[config.mk]
export PLATFORM = sky130hd
export DESIGN_NAME = vpm_exec
export DESIGN_NICKNAME = d
export VERILOG_FILES = /design/src/design/assert_macros.svh /design/src/design/vpm_pkg.sv /design/src/design/vpm_exec.sv
export SDC_FILE = /design/constraint.sdc
export NUM_CORES = 1
export LEC_CHECK = 0
export BUFFER_PORTS_ARGS = -buffer_cell sky130_fd_sc_hd__buf_2
export CAP_MARGIN = 20
export CORE_MARGIN = 5
export CORE_UTILIZATION = 34
export DETAILED_ROUTE_END_ITERATION = 8
export PLACE_DENSITY_LB_ADDON = 0.3
export SYNTH_ARGS = -nofsm -noshare
export SYNTH_HDL_FRONTEND = slang
export SYNTH_SLANG_ARGS = --single-unit
export TNS_END_PERCENT = 1
[constraint.sdc]
create_clock -name vclk -period 6.07
set_clock_uncertainty 0.05 [all_clocks]
set_input_delay 1.5175 -clock vclk [all_inputs]
set_output_delay 1.5175 -clock vclk [all_outputs]
set_load 0.1 [all_outputs]
[src/design/assert_macros.svh]
// Assertion macros used by the translator design file.
// Each macro takes a label, a clock, an active-low reset, the property (for the NEVER form, a condition) and a message.
`ifndef ASSERT_MACROS_SVH
`define ASSERT_MACROS_SVH

`ifndef ASSERT_OFF
`define VPM_ASSERT(lbl, clk, rstn, prop, msg) \
  lbl: assert property (@(posedge clk) disable iff (!rstn) (prop)) else $error(msg);
`define VPM_ASSERT_NEVER(lbl, clk, rstn, cond, msg) \
  lbl: assert property (@(posedge clk) disable iff (!rstn) !(cond)) else $error(msg);
`else
`define VPM_ASSERT(lbl, clk, rstn, prop, msg)
`define VPM_ASSERT_NEVER(lbl, clk, rstn, cond, msg)
`endif

`endif

[src/design/vpm_pkg.sv]
`timescale 1ns / 1ps
package vpm_pkg;

  localparam int unsigned RPAGE_W  = 17;
  localparam int unsigned VPAGE_W  = 17;
  localparam int unsigned OFFSET_W = 8;
  localparam int unsigned FLAGS_W  = 3;
  localparam int unsigned ADDR_W   = 25;
  localparam int unsigned CNT_W    = 18;
  localparam int unsigned ENTRY_W  = 20;
  localparam int unsigned CFG_IDX_W = 1;

  localparam logic [FLAGS_W-1:0] FLAG_REF     = 3'b001;
  localparam logic [FLAGS_W-1:0] FLAG_DIRTY   = 3'b010;
  localparam logic [FLAGS_W-1:0] FLAG_PROTECT = 3'b100;
  localparam logic [FLAGS_W-1:0] FLAGS_VACANT = 3'd6;

  localparam logic [CFG_IDX_W-1:0] CFG_VPAGE_COUNT = 1'b0;
  localparam logic [CFG_IDX_W-1:0] CFG_RPAGE_COUNT = 1'b1;

  localparam logic [CNT_W-1:0] VPAGE_COUNT_RESET = 18'd16384;
  localparam logic [CNT_W-1:0] RPAGE_COUNT_RESET = 18'd16384;

  typedef enum logic [2:0] {
    OP_FETCH     = 3'd0,
    OP_STORE     = 3'd1,
    OP_PEEK      = 3'd2,
    OP_READ_MAP  = 3'd3,
    OP_WRITE_MAP = 3'd4,
    OP_SET_REF   = 3'd5,
    OP_SET_DIRTY = 3'd6,
    OP_NONE      = 3'd7
  } op_e;

  typedef enum logic [2:0] {
    FAULT_NONE        = 3'd0,
    FAULT_PAGE        = 3'd1,
    FAULT_PROTECT     = 3'd2,
    FAULT_VPAGE_RANGE = 3'd3,
    FAULT_RPAGE_RANGE = 3'd4,
    FAULT_PEEK_VACANT = 3'd5
  } fault_e;

  typedef struct packed {
    op_e                 op;
    logic [VPAGE_W-1:0]  vpage;
    logic [OFFSET_W-1:0] offset;
    logic [FLAGS_W-1:0]  new_flags;
    logic [RPAGE_W-1:0]  new_rpage;
    logic                vpage_bad;
    logic                rpage_bad;
  } req_t;

  typedef struct packed {
    logic [RPAGE_W-1:0] real_page;
    logic [ADDR_W-1:0]  real_address;
    logic [FLAGS_W-1:0] flags;
    fault_e             fault;
    logic [ADDR_W-1:0]  fault_address;
  } res_t;

  typedef struct packed {
    logic               en;
    logic [ENTRY_W-1:0] data;
  } wr_t;

endpackage

[src/design/vpm_exec.sv]
`timescale 1ns / 1ps
module vpm_exec (
  input  vpm_pkg::req_t               req_i,
  input  logic [vpm_pkg::ENTRY_W-1:0] entry_i,
  output vpm_pkg::res_t               res_o,
  output vpm_pkg::wr_t                wr_o
);

  logic [vpm_pkg::FLAGS_W-1:0]  fl;
  logic [vpm_pkg::RPAGE_W-1:0]  rp;
  logic                         vacant;
  logic [vpm_pkg::ADDR_W-1:0]   fa;
  logic [vpm_pkg::FLAGS_W-1:0]  nfl;
  logic [vpm_pkg::RPAGE_W-1:0]  nrp;

  assign fl     = entry_i[vpm_pkg::FLAGS_W-1:0];
  assign rp     = entry_i[vpm_pkg::ENTRY_W-1:vpm_pkg::FLAGS_W];
  assign vacant = (fl == vpm_pkg::FLAGS_VACANT);
  assign fa     = {req_i.vpage, {vpm_pkg::OFFSET_W{1'b0}}};

  always_comb begin
    res_o   = '0;
    wr_o.en = 1'b0;
    nfl     = fl;
    nrp     = rp;
    if (req_i.op == vpm_pkg::OP_NONE) begin
      res_o = '0;
    end else if (req_i.vpage_bad) begin
      res_o.fault = vpm_pkg::FAULT_VPAGE_RANGE;
    end else begin
      case (req_i.op)
        vpm_pkg::OP_FETCH, vpm_pkg::OP_STORE: begin
          if (vacant) begin
            res_o.flags         = fl;
            res_o.fault         = vpm_pkg::FAULT_PAGE;
            res_o.fault_address = fa;
          end else if (req_i.op == vpm_pkg::OP_STORE && (fl & vpm_pkg::FLAG_PROTECT) != '0)
          begin
            res_o.flags         = fl;
            res_o.fault         = vpm_pkg::FAULT_PROTECT;
            res_o.fault_address = fa;
          end else begin
            nfl = (req_i.op == vpm_pkg::OP_STORE) ?
                  (fl | vpm_pkg::FLAG_REF | vpm_pkg::FLAG_DIRTY) : (fl | vpm_pkg::FLAG_REF);
            wr_o.en            = 1'b1;
            res_o.real_page    = rp;
            res_o.real_address = {rp, {vpm_pkg::OFFSET_W{1'b0}}};
            res_o.flags        = nfl;
          end
        end
        vpm_pkg::OP_PEEK: begin
          res_o.flags = fl;
          if (vacant) begin
            res_o.fault = vpm_pkg::FAULT_PEEK_VACANT;
          end else begin
            res_o.real_page    = rp;
            res_o.real_address = {rp, req_i.offset};
          end
        end
        vpm_pkg::OP_READ_MAP: begin
          res_o.flags = fl;
          if (!vacant) begin
            res_o.real_page    = rp;
            res_o.real_address = {rp, {vpm_pkg::OFFSET_W{1'b0}}};
          end
        end
        vpm_pkg::OP_WRITE_MAP: begin
          if (req_i.rpage_bad) begin
            res_o.fault = vpm_pkg::FAULT_RPAGE_RANGE;
          end else begin
            // A vacant entry always carries real page zero.
            nfl = req_i.new_flags;
            nrp = (req_i.new_flags == vpm_pkg::FLAGS_VACANT) ? '0 : req_i.new_rpage;
            wr_o.en            = 1'b1;
            res_o.real_page    = nrp;
            res_o.real_address = {nrp, {vpm_pkg::OFFSET_W{1'b0}}};
            res_o.flags        = nfl;
          end
        end
        vpm_pkg::OP_SET_REF, vpm_pkg::OP_SET_DIRTY: begin
          nfl = (req_i.op == vpm_pkg::OP_SET_DIRTY) ?
                (fl | vpm_pkg::FLAG_REF | vpm_pkg::FLAG_DIRTY) : (fl | vpm_pkg::FLAG_REF);
          wr_o.en            = 1'b1;
          res_o.real_page    = rp;
          res_o.real_address = {rp, {vpm_pkg::OFFSET_W{1'b0}}};
          res_o.flags        = nfl;
        end
        default: begin
          res_o = '0;
        end
      endcase
    end
    wr_o.data = {nrp, nfl};
  end

endmodule

==> impl_metrics.env <==
export IMPL_grt_max_degree=35
export IMPL_cp_required_ps=4500
export IMPL_drive_gt1_share_pct=58.04
export IMPL_post_cts_buffers=0
export IMPL_fill_cells=333
export IMPL_synthDistinctLibCells=34
export IMPL_synth_top_cell_area_share_pct=28.03
export IMPL_row_count=20
export IMPL_cp_startpoint="req_i[49]"
export IMPL_final_seq_area_um2=0
export IMPL_cts_hold_buf=0
export IMPL_postSynthAreaPerCell_um2=7.074
export IMPL_finalCriticalPeriod_ps=5233
export IMPL_synth_xor_area_share_pct=0
export IMPL_ir_drop_mv=0.09289
export IMPL_muxShareOfSynthArea_pct=1.001
export IMPL_cts_resized=0
export IMPL_seq_cells=0
export IMPL_instances_no_fill=330
export IMPL_slew_headroom_pct=42.57
export IMPL_synthAdderAreaFrac_pct=0
export IMPL_ys_seq_area_share_pct=0
export IMPL_setup_worst_path_end_class="output pin"
export IMPL_fin_tns_setup_ps=0
export IMPL_grt_pass1_vias=1451
export IMPL_ys_top_cells_by_area="a22o_1 28%, buf_4 18%, and2_1 14%"
export IMPL_initial_core_util_pct=36.25
export IMPL_grt_busiest_layer="met2"
export IMPL_grt_pass1_wl_um=6479
export IMPL_gr_usage_met3_pct=3.827
export IMPL_syn2layout_area_growth_pct=54.28
export IMPL_max_cap_viol_count=0
export IMPL_multiInputGateArea_um2=880.8
export IMPL_grt_antenna_before_repair=0
export IMPL_p_leak_nw=1.072
export IMPL_drc=0
export IMPL_die_width_um=67.52
export IMPL_clock_fmax_ghz=0.1911
export IMPL_clkbuf_count=0
export IMPL_dp_hpwl_um=4044
export IMPL_wirelength_um=4666
export IMPL_crit_type="input pin to output pin"
export IMPL_drt_vias_per_instance=4.991
export IMPL_vias=1647
export IMPL_maxSlewViolCount=0
export IMPL_synth_most_common_cell="a22o_1"
export IMPL_nets=358
export IMPL_synthTopCellsByCount="36 x a22o_1, 27 x buf_4, 25 x and2_1"
export IMPL_grt_usage_pct=17.36
export IMPL_crit_arrival_ps=3670
export IMPL_drt_initial_drc_count=44
export IMPL_status="completed"
export IMPL_finalWorstSetupSlack_ps=836.6
export IMPL_antenna_cells=0
export IMPL_hold_violations=0
export IMPL_pin_count=164
export IMPL_critPathLaunchType="input pin"
export IMPL_total_power_mw=0.3416
export IMPL_portBuffers=156
export IMPL_holdCritPathClass="input pin to output pin"
export IMPL_use_met1_pct=19.78
export IMPL_synth_warnings=0
export IMPL_yosysTopAreaCell="a22o_1"
export IMPL_grt_ovfl_total=0
export IMPL_routedWlPerCell_um=14.14
export IMPL_dr_pass1_iters=4
export IMPL_hp_start="req_i[34]"
export IMPL_syn_area_um2=1125
export IMPL_tightest_slew_ps=855.0
export IMPL_power_density_nw_per_um2=196.8
export IMPL_synth_compound_area_share_pct=40.71
export IMPL_synth_simple_area_share_pct=33.93
export IMPL_rsz0062_at_grt="false"
export IMPL_dp_slack_ps=841.8
export IMPL_dieArea_um2=4558
export IMPL_gp_congestion=0.8573
export IMPL_worstPathMaxFanout=34
export IMPL_die_h_um=67.52
export IMPL_core_area_um2=3103
export IMPL_synth_top_family_by_area="compound AO/OA/AOI/OAI gates"
export IMPL_met2_usage_pct=34.14
export IMPL_syn_inst=159
export IMPL_dp_cells=330
export IMPL_antenna_left=0
export IMPL_finalCritPeriodShare_pct=86.22
export IMPL_setup_viol=0
cell usage in the layout, fill, tap and decap left out, types with 2 or more instances in the layout:
| master | instances |
|---|---|
| nor2b_1 | 5 |
| nand3b_2 | 2 |
| o21ai_0 | 10 |
| nand3b_1 | 2 |
| inv_1 | 4 |
| a21oi_1 | 5 |
| buf_2 | 156 |
| nor2_1 | 5 |
| and2_1 | 25 |
| nand2_1 | 9 |
| a22o_1 | 36 |
| conb_1 | 8 |
worst max-delay path, stage by stage:
cell	delay [ps]
buf_2	220
nor3b_2	270
nand3_4	230
a31oi_4	710
a22o_1	270
buf_2	440
metrics by stage:
| step | utilization (%) | instance area (um2) | hold slack (ps) |
|---|---|---|---|
| CTS | 55.93 | 1735 | 3481 |
| finish | 55.93 | 1735 | 3480 |
| global placement | 55.93 | 1735 | 3476 |
| global route | 55.93 | 1735 | 3490 |
| floorplan | - | 1151 | 3437 |
| detailed placement | 55.93 | 1735 | 3479 |
final timing paths:
path                   endpoint  cells past startpoint
worst max-delay path  res_o[56]                      6
worst min-delay path  res_o[12]                      3
per-layer routing:
metal	vias to the layer above	routed length, um
met4	0	0
met2	93	2405
met3	0	611
li1	803	-
met5	-	0
met1	751	1649
cell families after synthesis:
group / after synthesis
buf+inv: 41
mux: 1
simple gates: 58
compound gates: 58
other cells: 1
layout make-up:
cell class	count	area share [%]
multi-input combinational	125	50.76
timing repair buffer	156	44.99
inverter	5	1.081
tap	44	3.172
where the power goes:
part / switching (mW) / leakage (nW) / internal, mW
logic: 0.285 / 1.07 / 0.0566
clock network: 0 / 0 / 0
registers: 0 / 0 / 0
total: 0.285 / 1.07 / 0.0566
(Power assumes the default switching activity.)
